==> src/rtl/core/ffb_cq_ram.sv <==
// Generic single-write, single-read synchronous RAM with registered read data.
module ffb_cq_ram #(
    parameter int WIDTH = 16,
    parameter int DEPTH = 16
) (
    input  logic                                       aclk,
    input  logic                                       we,
    input  logic [((DEPTH > 1) ? $clog2(DEPTH) : 1)-1:0] waddr,
    input  logic [WIDTH-1:0]                           wdata,
    input  logic [((DEPTH > 1) ? $clog2(DEPTH) : 1)-1:0] raddr,
    output logic [WIDTH-1:0]                           rdata
);

    logic [WIDTH-1:0] mem_reg [DEPTH];
    logic [WIDTH-1:0] rdata_reg;

    always_ff @(posedge aclk) begin
        if (we) begin
            mem_reg[waddr] <= wdata;
        end
        rdata_reg <= mem_reg[raddr];
    end

    assign rdata = rdata_reg;

endmodule

==> config.mk <==
export PLATFORM = sky130hd
export DESIGN_NAME = ffb_cq_ram
export DESIGN_NICKNAME = d
export VERILOG_FILES = /design/src/rtl/core/ffb_cq_ram.sv
export SDC_FILE = /design/constraint.sdc
export NUM_CORES = 1
export LEC_CHECK = 0
export BUFFER_PORTS_ARGS = -buffer_cell sky130_fd_sc_hd__buf_2
export CAP_MARGIN = 15
export CORE_MARGIN = 5
export CORE_UTILIZATION = 53
export DETAILED_ROUTE_END_ITERATION = 8
export GPL_ROUTABILITY_DRIVEN = 0
export PLACE_DENSITY = 0.79
export SLEW_MARGIN = 20
export SYNTH_ARGS = -nofsm -noshare
export SYNTH_HDL_FRONTEND = slang
export SYNTH_SLANG_ARGS = --single-unit
==> constraint.sdc <==
create_clock -name aclk -period 3.22 [get_ports aclk]
set_input_delay 0.161 -clock aclk [delete_from_list [all_inputs] [get_ports aclk]]
set_output_delay 0.161 -clock aclk [all_outputs]
set_load 0.02 [all_outputs]
======== Word-level counts from Yosys, hierarchy flattened ========
Memory sizes are Yosys's and may differ from the RTL's. A register that Yosys moved wholly into a read port is not among the register bits.
Index checks and enable logic that the tools add are counted.
storage, ports and cells
  register bits ........................... 0
  memory bits (writable) .................. 256
  input bits .............................. 26
  logic and storage cells ................. 3
  memories kept ........................... 1
memory list
  name     words  bits a word  rd ports  clocked after memory_dff  wr ports  RTL line  RTL
  mem_reg  16     16           1         1                         1         14        logic [WIDTH-1:0] mem_reg [DEPTH];
operators by class
  mux-type cells .......................... 2
operators by type and width
  kind     count
  $mux W1  2

======== Longest topological paths before layout ========
Gate-level depths: netlist (run 1).
  depth after elaboration ................. 2
  depth in mapped cells ................... 5
  gate-level depth less buffers ........... 3

======== Least setup slack after synthesis (run 1) ========
Ideal clock, no wire load.
  path type ............................... input-to-reg
  start ................................... input port waddr[2] (netlist bit)
  end ..................................... memory mem_reg[0][0], enable pin
  library setup time ...................... 0.409 ns
  arrival ................................. 1.807 ns
  data required time ...................... 2.811 ns
  setup slack ............................. 1.004 ns
  stages on the path ...................... 2
  path buffers ............................ 0
  path through ............................ or3b_2 -> nor3_1
RTL lines
  item             RTL line  RTL
  start, declared  8         input logic [((DEPTH > 1) ? $clog2(DEPTH) : 1)-1:0] waddr,
  end, declared    14
Straight into the memory's write port.

==> flow_metrics.tcl, run 1 <==
set metrics [dict create \
    wl_per_cell_um 27.2 \
    setup_viol_count_final 0 \
    cts_hold_buf 5 \
    final_cells 757 \
    critPathSlowestCell "mux4_1" \
    hold_class "in2reg" \
    dp_cells 704 \
    pwr-share-seq_pct 52.6 \
    port_buffers 41 \
    clk_path_buf_depth 3 \
    synth_flop_cell "edfxtp_1" \
    p_int_mw 6.06 \
    cts_root_buf "clkbuf_16" \
    synth_most_common_cell "edfxtp_1" \
    grt_max_degree 35 \
    combPwrFrac_pct 5.0 \
    maxSlewViolCount 0 \
    grt-ovfl-total 0 \
    synth_edf_count 256 \
    wirelength_um 20600 \
    power_mw 7.57 \
    clk_pin_slew_worst_paths_ps 60 \
    path_cells "buf_4 -> buf_12 -> mux4_1 -> a22oi_1 -> nand2_1" \
    start_util_pct 53.7 \
    worst_slew_pin_slew_ps 1090 \
    regArea_um2 8010 \
    grt.total_usage_pct 19.2 \
    synth_compound_area_share_pct 2.39 \
    hold_viol 0 \
    drc 0 \
    area.growth.synth_to_final_pct 15.6 \
    relSlewSlack_pct 27.2 \
    post-dp-hpwl_um 11200 \
    preCtsSetupSlack_ps 1000 \
    cp_num_cells 5 \
    power.leakage_nw 3.80 \
    detail-route-antenna-nets 0 \
    clkSinkCount 272 \
    p_sw_share_pct 19.9 \
    final_cell_area_um2 11600 \
    fp.dieH_um 148 \
    multi_input_area_um2 1990 \
    fillCellCount 1208 \
    grt_pass1_wl_um 30900 \
    synth_nets 458 \
    outcome "finished clean" \
    p_sw_mw 1.50 \
    ctsResizeCount 0 \
    core_area_um2 18700 \
    synth_xor_area_share_pct 0 \
    vias 4639 \
    r2r_cells 3 \
    antenna_found_initial 0 \
    die-width_um 148 \
    powerDensity_nw_per_um2 652 \
    fp-row-count 50 \
    yosys.area_share.adder_pct 0 \
    async_flop_share_pct 0 \
    syn_area_per_cell_um2 23.2 \
    yosys.area_share.simple_pct 1.92 \
    die-area_um2 21800 \
    fin_tns_setup_ps 0 \
    yosysTopAreaCellShare_pct 76.5 \
    maxCapViolCount 0 \
    cts_tree "yes" \
    synth_top_family_by_area "multiplexers" \
    cp.arrival_ps 1890 \
    cp-end-kind "register" \
    clk_latency_ps 520 \
    worst-path-buf-inv 2 \
    min_period_ps 1490 \
    nets 529 \
    post-route-period-util_pct 46.3 \
    max_stage_delay_ps 600 \
    drive_above_1_share_pct 32.7 \
    crit_fanout 33 \
    vias_per_cell 6.13 \
    startpoint_type "input port" \
    synth_area_leaders "edfxtp_1, mux4_2, dfxtp_1" \
    htree_levels 1 \
    irDropWorstVdd_mv 0.534 \
    rsz0062_at_grt "no" \
    post_cts_buffers 0 \
    syn_inst 432 \
    antenna_cells 0 \
    synthMuxAreaShare_pct 14.7 \
    worstSetupPathType "in2reg" \
    dr.pass1.iters 5 \
    crit_required_ps 3620 \
    cpLargestDelayFamily "buffers and inverters" \
    grt_pass1_vias 4955 \
    largest_reg_flops 256 \
    drt_iter0_drc 485 \
    finalClockSkew_ps 9.78 \
    io_pins 42 \
    synth_area_um2 10000 \
    ys_ff_latch 272 \
    yosysWarnings 0 \
    postPlaceCellArea_um2 10600 \
    fmax_mhz 671 \
    pwr-share-clk_pct 42.4 \
    ys_seq_area_share_pct 79.7 \
    synth_common_cells "edfxtp_1, mux4_2, a22oi_1" \
    yosys.area.top_type "edfxtp_1" \
    numCtsBuffers 26 \
    hold_depth 1 \
    finalWorstSetupSlack_ps 1730 \
    synth_cell_types 19 \
]
worst register-to-register path, stage by stage (launching register included):
cell      delay, ps
edfxtp_1        370
mux4_2          490
a22oi_1         310
nand2_1         130
cell type report:
class	count	area share, %
clock inverter	16	1.80
timing repair buffer	64	3.49
sequential	272	69.0
multi-input combinational	139	17.1
tap	234	2.52
clock buffer	32	6.07
cells by family after synthesis:
| group | after synthesis |
|---|---|
| AO/OA/AOI/OAI | 32 |
| buffers and inverters | 21 |
| AND/OR/NAND/NOR | 43 |
| multiplexers | 64 |
| flip-flops | 272 |
metrics by stage:
step                      hold slack, ps  utilization (%)
after floorplan                      260                -
after global placement               519             56.8
after detailed placement             543             56.8
after CTS                          0.869             62.0
after global routing                9.40             62.0
final                               15.6             62.0
power by group through the flow:
stage | sequential, mW | combinational [mW] | clock [mW]
3_5_place_dp | 4.06 | 0.371 | 0
5_1_grt | 3.99 | 0.403 | 3.41
3_3_place_gp | 4.05 | 0.356 | 0
6_report | 3.98 | 0.375 | 3.21
4_1_cts | 3.98 | 0.379 | 3.25
2_1_floorplan | 4.08 | 0.193 | 0
cells in the final DEF, fill, tap and decap left out:
master,instances
dlygate4sd3_1,5
buf_4,18
nand2b_1,2
bufinv_16,5
nand3_1,1
nor2b_1,2
buf_2,40
clkinv_2,5
clkinvlp_4,3
nor2_1,1
mux4_1,10
nand3b_1,2
mux4_2,54
buf_12,1
nor3_2,4
a22oi_1,32
or3b_2,1
clkbuf_16,27
clkbuf_8,1
and2_1,1
nor2_2,7
clkinv_1,3
edfxtp_1,256
nor2_4,5
dfxtp_1,16
clkbuf_1,4
nand2_1,17
per-layer routing:
layer / vias to the layer above / wire, um / track usage [%]
li1: 1982 / - / -
met1: 2459 / 8020 / 26.0
met2: 165 / 10900 / 33.1
met3: 33 / 1190 / 3.22
met4: 0 / 503 / 4.80
met5: - / 0 / 0
final timing paths:
kind | slack, ps | end | from
setup / recovery | 1730 | rdata[0] | raddr[0]
hold / removal | 20 | mem_reg[12][4] | wdata[4]
setup reg to reg | 1790 | rdata[9] | mem_reg[3][9]
hold reg to reg | 680 | rdata[1] | mem_reg[12][1]
Note: power is estimated with default switching activity, not from simulation.
==> inputs of run 2 (changes only) <==
- clock period: 3.22 -> 1.5 ns (I/O delays scaled with it)
==> run 2 against run 1 <==
Effect of this change: clock skew is 8.2 ps higher; combinational power up 130%; non-clock buffer count rose by 24; core utilization is 1.5 points higher.
==> flow_metrics.tcl, run 2 (synthesized netlist as in run 1, its figures left out) <==
set metrics [dict create \
    maxCapViolCount 0 \
    post-route-period-util_pct 95.4 \
    antenna_cells 0 \
    cts_root_buf "clkbuf_16" \
    final_common_cell "edfxtp_1" \
    max_stage_delay_ps 540 \
    grt.total_usage_pct 19.3 \
    irDropWorstVdd_mv 1.04 \
    pwr-share-seq_pct 54.8 \
    die-area_um2 21800 \
    path_cells "mux4_2 -> a22oi_1 -> nand2_1" \
    maxSlewViolCount 0 \
    r2r_cells 3 \
    hold_class "in2reg" \
    outcome "finished clean" \
    clk_pin_slew_worst_paths_ps 60 \
    cp-end-kind "register" \
    worst_slew_pin_slew_ps 1050 \
    drive_above_1_share_pct 32.6 \
    vias 4757 \
    worst-path-buf-inv 0 \
    clkSinkCount 272 \
    nets 553 \
    dp_cells 717 \
    postPlaceCellArea_um2 10900 \
    crit_required_ps 1910 \
    clk_latency_ps 530 \
    combPwrFrac_pct 5.6 \
    io_pins 42 \
    hold_viol 0 \
    fp.dieH_um 148 \
    pwr-share-clk_pct 39.6 \
    fmax_mhz 699 \
    p_sw_mw 3.18 \
    final_cell_area_um2 11900 \
    finalWorstSetupSlack_ps 69.5 \
    crit_fanout 1 \
    cp_num_cells 3 \
    largest_reg_flops 256 \
    rsz0062_at_grt "no" \
    cpLargestDelayFamily "multiplexers" \
    power.leakage_nw 3.92 \
    drc 0 \
    hold_depth 3 \
    cts_tree "yes" \
    die-width_um 148 \
    grt-ovfl-total 0 \
    detail-route-antenna-nets 0 \
    grt_pass1_vias 5016 \
    startpoint_type "register" \
    mostFrequentLayoutCells "edfxtp_1, mux4_2, buf_2" \
    drt_iter0_drc 535 \
    antenna_found_initial 0 \
    powerDensity_nw_per_um2 1310 \
    power_mw 15.6 \
    preCtsSetupSlack_ps -27.8 \
    dr.pass1.iters 5 \
    grt_pass1_wl_um 31300 \
    vias_per_cell 6.10 \
    grt_max_degree 38 \
    critPathSlowestCell "mux4_2" \
    wl_per_cell_um 26.3 \
    fp-row-count 50 \
    area.growth.synth_to_final_pct 18.4 \
    start_util_pct 53.7 \
    finalClockSkew_ps 18.0 \
    p_int_mw 12.4 \
    port_buffers 41 \
    relSlewSlack_pct 30.0 \
    p_sw_share_pct 20.4 \
    cp.arrival_ps 1840 \
    post-dp-hpwl_um 11500 \
    setup_viol_count_final 0 \
    holdWs_ps 142 \
    numCtsBuffers 26 \
    core_area_um2 18700 \
    wirelength_um 20500 \
    clk_path_buf_depth 3 \
    worstSetupPathType "reg2reg" \
    ctsResizeCount 0 \
    htree_levels 1 \
    final_cells 780 \
    min_period_ps 1430 \
]
run 2: cell types whose count changed in the layout (fill, tap and decap cells not counted), sizes merged:
| cell | before | now |
|---|---|---|
| clkinvlp | 3 | 0 |
| bufinv | 5 | 2 |
| clkinv | 8 | 13 |
| dlygate4sd3 | 5 | 16 |
| buf | 59 | 72 |
run 2: what timing repair did:
item	CTS	global route
hold buffers	16	0
endpoints found under the setup margin	0	0
endpoints found under the hold margin	256	0
buffers inserted	0	0
run 2: layout make-up:
cell class              instances  area (um^2)
multi-input cells             139         1970
fillers                      1179         6810
well taps                     234          293
clock inverters                15          136
clock buffers                  32          673
flip-flops and latches        272         8010
repair buffers                 88          813
run 2: worst reg2reg max path: stages (launching register included):
cell and delay, ps:
edfxtp_1 430, mux4_2 540, a22oi_1 230, nand2_1 110
run 2: per-stage QoR:
stage | utilization [%] | setup TNS, ps
after floorplan | - | -10080
after global placement | 58.4 | -185
after detailed placement | 58.4 | -70.7
after CTS | 63.6 | 0
after global routing | 63.6 | 0
final | 63.6 | 0
run 2: metal layers:
metal	part of all wire, %	wire length, um	vias up	GRT usage [%]
met5	0	0	-	0
met4	2.0	416	0	4.57
met3	7.4	1510	32	3.10
met2	50	10300	196	31.9
met1	40	8260	2492	27.8
li1	-	-	2037	-
run 2: power by group through the flow:
| stage | logic, mW | clock network, mW | registers (mW) |
|---|---|---|---|
| 3_5_place_dp | 0.848 | 0 | 8.71 |
| 3_3_place_gp | 0.815 | 0 | 8.70 |
| 6_report | 0.876 | 6.17 | 8.55 |
| 5_1_grt | 0.947 | 6.61 | 8.56 |
| 2_1_floorplan | 0.416 | 0 | 8.76 |
| 4_1_cts | 0.888 | 6.26 | 8.55 |
run 2: path summary, 6_finish.rpt:
| path | from | to | slack, ps |
|---|---|---|---|
| worst max-delay path | mem_reg[7][9] | rdata[9] | 70 |
| worst min-delay path | waddr[1] | mem_reg[0][6] | 140 |
| worst max register to register | mem_reg[7][9] | rdata[9] | 70 |
| worst min register to register | mem_reg[14][0] | rdata[0] | 670 |
