## config.mk

```make
export PLATFORM = sky130hd
export DESIGN_NAME = ffb_cq_queue
export DESIGN_NICKNAME = d
export VERILOG_FILES = /design/src/rtl/core/ffb_cq_pkg.sv /design/src/rtl/core/ffb_cq_ram.sv /design/src/rtl/core/ffb_cq_queue.sv
export SDC_FILE = /design/constraint.sdc
export NUM_CORES = 2
export LEC_CHECK = 0
export BUFFER_PORTS_ARGS = -buffer_cell sky130_fd_sc_hd__buf_2
export CAP_MARGIN = 20
export CORE_UTILIZATION = 50
export DETAILED_ROUTE_END_ITERATION = 8
export HOLD_SLACK_MARGIN = 0.12
export PLACE_DENSITY_LB_ADDON = 0.1
export SYNTH_ARGS = -nofsm -noshare
export SYNTH_HDL_FRONTEND = slang
export SYNTH_SLANG_ARGS = --single-unit
```

## constraint.sdc

```tcl
create_clock -name aclk -period 6.6 [get_ports aclk]
set_input_delay 0.99 -clock aclk [delete_from_list [all_inputs] [get_ports aclk]]
set_output_delay 0.99 -clock aclk [all_outputs]
set_load 0.05 [all_outputs]
```

## src/rtl/core/ffb_cq_pkg.sv

```systemverilog
// Shared constants, payload types and helper functions of the force-feedback coalescing queue.
package ffb_cq_pkg;

    localparam int NUM_DEVICES = 8;
    localparam int QUEUE_DEPTH = 16;
    localparam int EXT_ENTRIES = 16;
    localparam int SLOTS       = 4;

    localparam int DV_W  = (NUM_DEVICES > 1) ? $clog2(NUM_DEVICES) : 1;
    localparam int QA_W  = $clog2(NUM_DEVICES * QUEUE_DEPTH);
    localparam int QC_W  = $clog2(QUEUE_DEPTH + 1);
    localparam int EXT_N = NUM_DEVICES * EXT_ENTRIES;
    localparam int EA_W  = (EXT_N > 1) ? $clog2(EXT_N) : 1;
    localparam int EC_W  = $clog2(EXT_ENTRIES + 1);
    localparam int SLOT_N = NUM_DEVICES * SLOTS;
    localparam int SI_W  = $clog2(SLOT_N);

    localparam logic [7:0] HEAD_EXT   = 8'hF8;
    localparam logic [7:0] SLOT_FIELD = 8'hF0;
    localparam logic [7:0] CMD_FIELD  = 8'h0F;

    // slot command nibble
    localparam logic [3:0] CMD_LOAD_PARAMS = 4'h0;
    localparam logic [3:0] CMD_DL_PLAY     = 4'h1;
    localparam logic [3:0] CMD_START       = 4'h2;
    localparam logic [3:0] CMD_HALT        = 4'h3;
    localparam logic [3:0] CMD_REFRESH     = 4'hC;

    // extended codes that are dropped on arrival
    localparam logic [7:0] EXT_SKIP_A = 8'h01;
    localparam logic [7:0] EXT_SKIP_B = 8'h09;
    localparam logic [7:0] EXT_SKIP_C = 8'h0A;
    localparam logic [7:0] EXT_SKIP_D = 8'h10;
    localparam logic [7:0] EXT_SKIP_E = 8'h11;

    localparam logic [1:0] MODE_ABSORB = 2'd0;
    localparam logic [1:0] MODE_FETCH  = 2'd1;
    localparam logic [1:0] MODE_ACK    = 2'd2;

    localparam logic [1:0] Q_PUSH   = 2'd0;
    localparam logic [1:0] Q_REMOVE = 2'd1;
    localparam logic [1:0] Q_PEEK   = 2'd2;

    typedef struct packed {
        logic [1:0]  mode;
        logic [2:0]  device;
        logic [7:0]  report_head;
        logic [47:0] report_payload;
    } in_t;

    typedef struct packed {
        logic        report_present;
        logic [7:0]  out_head;
        logic [47:0] out_payload;
        logic        queue_overflow;
    } out_t;

    typedef struct packed {
        logic        valid;
        logic [1:0]  op;
        logic [2:0]  dev;
        logic [15:0] key;
        logic        dedup;
    } q_req_t;

    typedef struct packed {
        logic        idle;
        logic        done;
        logic        ovf;
        logic [15:0] entry;
    } q_resp_t;

    function automatic logic same_entry(input logic [15:0] a, input logic [15:0] b);
        return (a[7:0] == b[7:0]) && ((a[7:0] != HEAD_EXT) || (a[15:8] == b[15:8]));
    endfunction

    function automatic logic is_slot_cmd(input logic [3:0] c);
        return (c == CMD_LOAD_PARAMS) || (c == CMD_DL_PLAY) || (c == CMD_START) ||
               (c == CMD_HALT) || (c == CMD_REFRESH);
    endfunction

    function automatic logic is_ext_skipped(input logic [7:0] c);
        return (c == EXT_SKIP_A) || (c == EXT_SKIP_B) || (c == EXT_SKIP_C) ||
               (c == EXT_SKIP_D) || (c == EXT_SKIP_E);
    endfunction

endpackage

```

## src/rtl/core/ffb_cq_ram.sv

```systemverilog
// Generic single-write, single-read synchronous RAM with registered read data.
module ffb_cq_ram #(
    parameter int WIDTH = 16,
    parameter int DEPTH = 16
) (
    input  logic                                       aclk,
    input  logic                                       we,
    input  logic [((DEPTH > 1) ? $clog2(DEPTH) : 1)-1:0] waddr,
    input  logic [WIDTH-1:0]                           wdata,
    input  logic [((DEPTH > 1) ? $clog2(DEPTH) : 1)-1:0] raddr,
    output logic [WIDTH-1:0]                           rdata
);

    logic [WIDTH-1:0] mem_reg [DEPTH];
    logic [WIDTH-1:0] rdata_reg;

    always_ff @(posedge aclk) begin
        if (we) begin
            mem_reg[waddr] <= wdata;
        end
        rdata_reg <= mem_reg[raddr];
    end

    assign rdata = rdata_reg;

endmodule

```

## src/rtl/core/ffb_cq_queue.sv

```systemverilog
// Pending-command queue engine: push with optional dedup, remove with shift-down, head peek.
module ffb_cq_queue (
    input  logic                aclk,
    input  logic                aresetn,
    input  ffb_cq_pkg::q_req_t  req,
    output ffb_cq_pkg::q_resp_t resp
);

    localparam logic [2:0] Q_IDLE  = 3'd0;
    localparam logic [2:0] Q_SCAN  = 3'd1;
    localparam logic [2:0] Q_CHK   = 3'd2;
    localparam logic [2:0] Q_SH_RD = 3'd3;
    localparam logic [2:0] Q_SH_WR = 3'd4;

    logic [2:0]                     state_reg, state_next;
    logic [1:0]                     op_reg, op_next;
    logic [2:0]                     dev_reg, dev_next;
    logic [15:0]                    key_reg, key_next;
    logic                           dedup_reg, dedup_next;
    logic [ffb_cq_pkg::QC_W-1:0]    idx_reg, idx_next;
    logic [ffb_cq_pkg::QC_W-1:0]    cnt_reg [ffb_cq_pkg::NUM_DEVICES];
    logic [ffb_cq_pkg::QC_W-1:0]    cnt_next [ffb_cq_pkg::NUM_DEVICES];
    logic                           done_reg, done_next;
    logic                           ovf_reg, ovf_next;
    logic [15:0]                    entry_reg, entry_next;

    logic                           ram_we;
    logic [ffb_cq_pkg::QA_W-1:0]    ram_waddr, ram_raddr, base;
    logic [15:0]                    ram_wdata, ram_rdata;
    logic [ffb_cq_pkg::QC_W-1:0]    cnt;
    logic [ffb_cq_pkg::DV_W-1:0]    dv;

    ffb_cq_ram #(.WIDTH(16), .DEPTH(ffb_cq_pkg::NUM_DEVICES * ffb_cq_pkg::QUEUE_DEPTH)) u_ram (
        .aclk  (aclk),
        .we    (ram_we),
        .waddr (ram_waddr),
        .wdata (ram_wdata),
        .raddr (ram_raddr),
        .rdata (ram_rdata)
    );

    assign dv   = ffb_cq_pkg::DV_W'(dev_reg);
    assign cnt  = cnt_reg[dv];
    assign base = ffb_cq_pkg::QA_W'(dev_reg) * ffb_cq_pkg::QA_W'(ffb_cq_pkg::QUEUE_DEPTH);

    always_comb begin
        state_next = state_reg;
        op_next    = op_reg;
        dev_next   = dev_reg;
        key_next   = key_reg;
        dedup_next = dedup_reg;
        idx_next   = idx_reg;
        cnt_next   = cnt_reg;
        done_next  = 1'b0;
        ovf_next   = 1'b0;
        entry_next = entry_reg;
        ram_we     = 1'b0;
        ram_waddr  = base + ffb_cq_pkg::QA_W'(idx_reg);
        ram_wdata  = ram_rdata;
        ram_raddr  = base + ffb_cq_pkg::QA_W'(idx_reg);
        unique case (state_reg)
            Q_IDLE: begin
                if (req.valid) begin
                    op_next    = req.op;
                    dev_next   = req.dev;
                    key_next   = req.key;
                    dedup_next = req.dedup;
                    idx_next   = '0;
                    state_next = Q_SCAN;
                end
            end
            Q_SCAN: begin
                unique case (op_reg)
                    ffb_cq_pkg::Q_PEEK: begin
                        if (cnt == '0) begin
                            entry_next = '0;
                            done_next  = 1'b1;
                            state_next = Q_IDLE;
                        end else begin
                            state_next = Q_CHK;
                        end
                    end
                    ffb_cq_pkg::Q_PUSH: begin
                        if (!dedup_reg || idx_reg == cnt) begin
                            // append at the tail, or drop when full
                            if (cnt < ffb_cq_pkg::QC_W'(ffb_cq_pkg::QUEUE_DEPTH)) begin
                                ram_we       = 1'b1;
                                ram_waddr    = base + ffb_cq_pkg::QA_W'(cnt);
                                ram_wdata    = key_reg;
                                cnt_next[dv] = cnt + 1'b1;
                            end else begin
                                ovf_next = 1'b1;
                            end
                            done_next  = 1'b1;
                            state_next = Q_IDLE;
                        end else begin
                            state_next = Q_CHK;
                        end
                    end
                    default: begin
                        if (idx_reg == cnt) begin
                            done_next  = 1'b1;
                            state_next = Q_IDLE;
                        end else begin
                            state_next = Q_CHK;
                        end
                    end
                endcase
            end
            Q_CHK: begin
                if (op_reg == ffb_cq_pkg::Q_PEEK) begin
                    entry_next = ram_rdata;
                    done_next  = 1'b1;
                    state_next = Q_IDLE;
                end else if (ffb_cq_pkg::same_entry(ram_rdata, key_reg)) begin
                    if (op_reg == ffb_cq_pkg::Q_PUSH) begin
                        done_next  = 1'b1;
                        state_next = Q_IDLE;
                    end else begin
                        state_next = Q_SH_RD;
                    end
                end else begin
                    idx_next   = idx_reg + 1'b1;
                    state_next = Q_SCAN;
                end
            end
            Q_SH_RD: begin
                // move entry idx+1 down to idx until the tail
                ram_raddr = base + ffb_cq_pkg::QA_W'(idx_reg + 1'b1);
                if ((idx_reg + 1'b1) < cnt) begin
                    state_next = Q_SH_WR;
                end else begin
                    cnt_next[dv] = cnt - 1'b1;
                    done_next    = 1'b1;
                    state_next   = Q_IDLE;
                end
            end
            Q_SH_WR: begin
                ram_we     = 1'b1;
                ram_wdata  = ram_rdata;
                idx_next   = idx_reg + 1'b1;
                state_next = Q_SH_RD;
            end
            default: begin
                state_next = Q_IDLE;
            end
        endcase
    end

    always_ff @(posedge aclk) begin
        if (!aresetn) begin
            state_reg <= Q_IDLE;
            done_reg  <= 1'b0;
            ovf_reg   <= 1'b0;
            for (int i = 0; i < ffb_cq_pkg::NUM_DEVICES; i++) begin
                cnt_reg[i] <= '0;
            end
        end else begin
            state_reg <= state_next;
            done_reg  <= done_next;
            ovf_reg   <= ovf_next;
            cnt_reg   <= cnt_next;
        end
        op_reg    <= op_next;
        dev_reg   <= dev_next;
        key_reg   <= key_next;
        dedup_reg <= dedup_next;
        idx_reg   <= idx_next;
        entry_reg <= entry_next;
    end

    assign resp.idle  = (state_reg == Q_IDLE);
    assign resp.done  = done_reg;
    assign resp.ovf   = ovf_reg;
    assign resp.entry = entry_reg;

endmodule

```

After elaboration in Yosys (flattened, before gate mapping). Memories as Yosys holds them, arrays and structs flattened. A register that Yosys moved wholly into a read port is not among the register bits. Index checks and enable logic that the tools add are counted.

Register bits after elaboration: 88. Bits in latches: 0. Bits in writable memories: 2048. ROM bits: 0. Input bits: 25. Output and inout bits: 19. Word-level logic and storage cells: 120. Memories: 1.

Memories: u_ram.mem_reg (depth 128, width 16, read ports 1, clocked after Yosys merged registers in 1, write ports 1, RTL line ffb_cq_ram.sv:14) `logic [WIDTH-1:0] mem_reg [DEPTH];`.

Add/sub/neg operators: 7. $mul: 0. Divide/modulo/power cells: 0. Order comparisons: 4. Equality and inequality tests: 19. Shift-type cells: 0. Mux-type cells: 55. Bitwise gates (word level): 1. Reductions and logical operators: 16.

Operators with widths (count): two-way mux 40 bit (4); two-way mux 16 bit (7); bitwise mux 40 bit (2); one-hot mux 40 bit (2 select lines) (1); two-way mux 7 bit (5); one-hot mux 16 bit (2 select lines) (1); two-way mux 5 bit (6); != test 2 bit, second input constant (10); == test 8 bit (2); binary-select mux 5 bit (select 3 bit) (1); demux 5 bit (select 3 bit) (1); one-hot mux 3 bit (5 select lines) (1); one-hot mux 5 bit (3 select lines) (1); adder 7 x 5 -> 7 bit (2); two-way mux 1 bit (13); two-way mux 3 bit (4); AND reduction 4 bit (3); adder 5 x 1 -> 5 bit, second input constant (2); two-way mux 2 bit (4); != test 8 bit, second input constant (1); adder 7 x 6 -> 7 bit (1); adder 5 x 1 -> 6 bit, second input constant (1); == test 3 x 2 -> 1 bit, second input constant (2); one-hot mux 3 bit (2 select lines) (1); other kinds (22) (26).

Depth between registers and ports, before layout.
Depth after elaboration: 11. Mapped depth: 17. Mapped depth without buffers: 13.

By module. From an unflattened synthesis, not the netlist that was laid out.

Cells, all modules: 3526. Area, all modules: 83296.1 µm².

Modules (own cells, without submodules): ffb_cq_ram (times used 1, cells each 3086, area each 78522.8 µm², seq. area each 61819.3 µm²); ffb_cq_queue (times used 1, cells each 440, area each 4773.3 µm², seq. area each 2192.1 µm²).

Least setup slack after synthesis. Ideal clock, no wire load.

Path kind: flip-flop to flip-flop. From: register dev_reg[0]. To: memory u_ram.mem_reg[0][10], data pin. Library setup time: 511 ps. Arrival: 5142 ps. Data required time: 6089 ps. Slack: 947 ps. Cell stages (with the launch flop): 16. Path buffers: 5. Period minus slack after synthesis: 5653 ps. Cell sequence: edfxtp_1 > buf_6 > buf_2 > buf_4 > nor2_1 > a22o_1 > a211oi_1 > inv_1 > ha_1 > nand2b_1 > o41a_1 > nor2_2 > buf_4 > clkbuf_1 > nand2_1 > nand2_1.

Longest elaborated chain between the ends: 9. Elaborated cells on any way between the ends: 11. Those cells by class: 1 x order compare; 1 x eq/ne; 7 x mux; 1 x bitwise; 1 x reduce/logical.

RTL lines: start, declared (RTL line ffb_cq_queue.sv:17) `logic [2:0] dev_reg, dev_next;`; start signal, assigned (RTL line ffb_cq_queue.sv:165) `dev_reg <= dev_next;`; inverter 3 -> 4 bit (implied by the code) (*) (RTL line ffb_cq_queue.sv:43) `assign cnt = cnt_reg[dv];`; binary-select mux 5 bit (select 3 bit) (*) (RTL line ffb_cq_queue.sv:43); two-way mux 5 bit (implied by the code) (*) (2 in series) (RTL line ffb_cq_queue.sv:43); less-than comparator 5 bit or == test 5 bit (tied branches) (RTL line ffb_cq_queue.sv:86, ffb_cq_queue.sv:84); two-way mux 16 bit or logical OR 1 bit (tied branches) (RTL line ffb_cq_queue.sv:86, ffb_cq_queue.sv:84); two-way mux 16 bit (*) (RTL line ffb_cq_queue.sv:84) `if (!dedup_reg || idx_reg == cnt) begin`; two-way mux 16 bit (*) (RTL line ffb_cq_queue.sv:73) `unique case (op_reg)`; two-way mux 16 bit (*) (RTL line ffb_cq_queue.sv:61) `unique case (state_reg)`; net ram_wdata[10] (RTL line ffb_cq_queue.sv:29) `logic [15:0] ram_wdata, ram_rdata;`; end, declared (RTL line ffb_cq_ram.sv:14).

Mark *: on every way through the listed nets, which the timed path passes. The rest lies on a longest branch. The select of a mux whose other input is x is not followed.

Final worst setup path.
From: register dev_reg[2]. To: memory u_ram.mem_reg[113][6], enable pin.

Longest elaborated chain between the ends: 11. Elaborated cells on any way between the ends: 19. Those cells by class: 2 x add/sub; 1 x order compare; 1 x eq/ne; 13 x mux; 1 x bitwise; 1 x reduce/logical.

RTL lines: inverter 3 -> 4 bit (implied by the code) (RTL line ffb_cq_queue.sv:43); binary-select mux 5 bit (select 3 bit) (RTL line ffb_cq_queue.sv:43); two-way mux 5 bit (implied by the code) (2 in series) (RTL line ffb_cq_queue.sv:43); less-than comparator 5 bit or == test 5 bit (tied branches) (RTL line ffb_cq_queue.sv:86, ffb_cq_queue.sv:84); two-way mux 1 bit or logical OR 1 bit (tied branches) (RTL line ffb_cq_queue.sv:86, ffb_cq_queue.sv:84); two-way mux 1 bit (RTL line ffb_cq_queue.sv:84); two-way mux 1 bit (RTL line ffb_cq_queue.sv:73); one-hot mux 1 bit (2 select lines) (RTL line ffb_cq_queue.sv:61); two-way mux 1 bit (RTL line ffb_cq_ram.sv:18) `if (we) begin`; two-way mux 1 bit (implied by the code) (RTL line ffb_cq_ram.sv:19) `mem_reg[waddr] <= wdata;`.

Several ways; a longest one is shown, not always the timed one. The select of a mux whose other input is x is not followed.

==> results.sh <==
export IMPL_yosysSeqAreaShare=0.7152
export IMPL_cts_root_buffer="clkbuf_16"
export IMPL_path_clk_slew_ns=0.06
export IMPL_fp_dieW_um=425.1
export IMPL_cts_htree_levels=4
export IMPL_drt_iter0_drc=6432
export IMPL_track_usage=0.2836
export IMPL_utilization=0.5737
export IMPL_path_delay_family="simple AND/OR/NAND/NOR gates"
export IMPL_start_util=0.5060
export IMPL_netlist_area_um2=89500
export IMPL_timing_rr_end="u_ram.mem_reg[113][6]"
export IMPL_fin_cells=8498
export IMPL_cap_violations=0
export IMPL_ios=44
export IMPL_max_vdd_ir_drop_v=0.0002298
export IMPL_ctsHoldBuffers=0
export IMPL_ys_warn_count=0
export IMPL_cts_sinks=2152
export IMPL_area_growth_pct=13.38
export IMPL_mostFrequentLayoutCells="2,091 x edfxtp_1, 581 x nand2_1, 350 x mux2i_1, 345 x nand3_1, 341 x a31oi_1"
export IMPL_rsz0062_at_grt="no"
export IMPL_worst_path_most_repeated_cell="buf_4"
export IMPL_remaining_drc_errors=0
export IMPL_insertion_delay_ns=0.88
export IMPL_syn_nets=5904
export IMPL_crit_slowest_cell="and2b_1"
export IMPL_drv_slew=0
export IMPL_grt_pass1_vias=53380
export IMPL_max_stage_delay_ns=0.77
export IMPL_finalCriticalPeriod_ns=5.574
export IMPL_final_common_cell="edfxtp_1"
export IMPL_avgSynthCellArea_um2=15.25
export IMPL_grt_overflow=0
export IMPL_max_freq_mhz=179.4
export IMPL_stdcell_area_um2=101500
export IMPL_ys_types=86
export IMPL_total_power_mw=31.82
export IMPL_antenna_found_initial=4
export IMPL_core_area_um2=176900
export IMPL_path_cells="and2_1 -> a22o_1 -> a211oi_1 -> inv_1 -> ha_1 -> nand2b_1 -> o41a_1 -> buf_4 -> or4_1 -> buf_4 -> a22oi_1 -> and2b_1"
export IMPL_ys_flop_type="edfxtp_1"
export IMPL_worstMarginPinSlew_ns=1.454
export IMPL_max_slew_margin=0.03076
export IMPL_p_leak_nw=31.92
export IMPL_run_status="finished, final reports clean"
export IMPL_hold_violations=0
export IMPL_drive_gt1_frac=0.1644
export IMPL_largest_reg_flops=2048
export IMPL_dpl_cell_area_um2=94760
export IMPL_synth_seq_cells=2152
export IMPL_cts_buffers=215
export IMPL_min_to="dedup_reg"
export IMPL_netlist_instances=5867
export IMPL_portBuffers=43
export IMPL_cp_data_arrival_time_ns=6.07
export IMPL_worstSetupStartpointType="flip-flop"
export IMPL_row_count=154
export IMPL_timing_rr_start="dev_reg[2]"
export IMPL_power_density_nw_per_um2=313.6
export IMPL_postCtsResizedCells=0
export IMPL_dr_total_vias=54650
export IMPL_synth_edf_count=2091
export IMPL_setup_violations_final=0
export IMPL_critPathMaxFanout=16
export IMPL_crit_type="flip-flop to flip-flop"
export IMPL_finalCritPeriodShare=0.8446
export IMPL_hold_class="input port to flip-flop"
export IMPL_grt_pass1_wl_um=372700
export IMPL_tritoncts="yes"
export IMPL_dp_cells=8097
export IMPL_firstDrtPassIters=5
export IMPL_worstHoldStart="req[0]"
export IMPL_fin_nets=6013
export IMPL_cp_required_ns=7.09
export IMPL_hpwl_um=155200
export IMPL_place_congestion=0.9162
export IMPL_postCtsSetupBuffers=0
export IMPL_cp_buffers_inverters=3
export IMPL_via_per_inst=6.431
export IMPL_cts_path_max_buffers=3
export IMPL_route_detailed_wl_per_inst_um=30.35
export IMPL_worst_hold_slack_ns=0.2923
export IMPL_ant_nets=0
export IMPL_r2r_cells=12
export IMPL_endpoint_kind="flip-flop"
export IMPL_hold_depth=1
export IMPL_dieArea_um2=180700
export IMPL_drt_wl_total_um=257900
export IMPL_die_y_um=425.1
export IMPL_postSynth_asyncResetShare=0
export IMPL_place_ws_ns=1.157
export IMPL_skew_ns=0.05121
export IMPL_setup_tns_ns=0
export IMPL_regToRegSetupSlack_ns=1.03
export IMPL_setup_ws_ns=1.026
export IMPL_grt_max_degree=183
==> report_power, final <==
part	total [mW]	internal (mW)	switching (mW)	leakage, nW
sequential	16.2	16.1	0.0878	19.4
combinational	3.95	0.883	3.07	9.25
clock	11.7	6.45	5.20	3.24
total	31.8	23.5	8.36	31.9
==> cell families after synthesis <==
group	count (synthesis)	synth area share
compound gates	1091	0.09226
fa+ha+maj	12	0.001678
mux	509	0.07867
simple gates	1575	0.08661
flops	2152	0.7152
buf+inv	490	0.02185
xor+xnor	38	0.003719
==> layout make-up <==
class                           instances  area, um2
Multi-Input combinational cell       3225      24580
Inverter                               18      72.57
Tap cell                             2340       2928
Clock inverter                        119       1011
Clock buffer                          278       5668
Timing Repair Buffer                  364       3197
Sequential cell                      2152      64010
Fill cell                           13700      75410
Antenna cell                            2      5.005
==> worst max path at each step <==
| stage | endpoint | from | cells past startpoint | slack [ns] |
|---|---|---|---|---|
| 2_1_floorplan | u_ram.mem_reg[0][10] | dev_reg[0] | 15 | 0.95 |
| 3_3_place_gp | u_ram.mem_reg[113][6] | dev_reg[2] | 12 | 1.13 |
| 3_5_place_dp | u_ram.mem_reg[113][2] | dev_reg[2] | 12 | 1.16 |
| 4_1_cts | u_ram.mem_reg[113][8] | dev_reg[2] | 12 | 1.14 |
| 5_1_grt | u_ram.mem_reg[113][6] | dev_reg[2] | 12 | 0.74 |
| 6_report | u_ram.mem_reg[113][6] | dev_reg[2] | 12 | 1.03 |
==> cell usage after synthesis (all sizes together), types with 7 or more instances <==
master      n  area, um2
nand3     347       1747
a31oi     341       2133
nor4       53      427.9
mux4      155       3491
xnor2      24      210.2
inv        18      67.56
and3       11      68.82
o21ai      66      337.8
nand2     598       2245
nand2b      7      43.79
nand4      46      287.8
mux2i     352       3527
a211oi     19      160.2
nor3      110      591.8
nor2      106      410.4
and2      262       1639
clkbuf    364       1366
nor2b       7      43.79
xor2       14      122.6
edfxtp   2091      62790
buf       108      521.8
dfxtp      61       1221
a2111oi   237       2076
o22a      182       1594
ha         12      150.1
a21oi      43      219.0
a311oi     18      157.7
o31a       58      508.0
a32oi      47      426.7
a22oi      35      267.8
==> routing by layer <==
metal  vias to the layer above  GRT usage  part of all wire
met5                         -          0           0.00014
met2                      2270     0.4570              0.48
met3                       443    0.04573             0.072
li1                      23700          -                 -
met1                     28230     0.3842              0.40
met4                         6     0.1192             0.044
(Power assumes the default switching activity.)
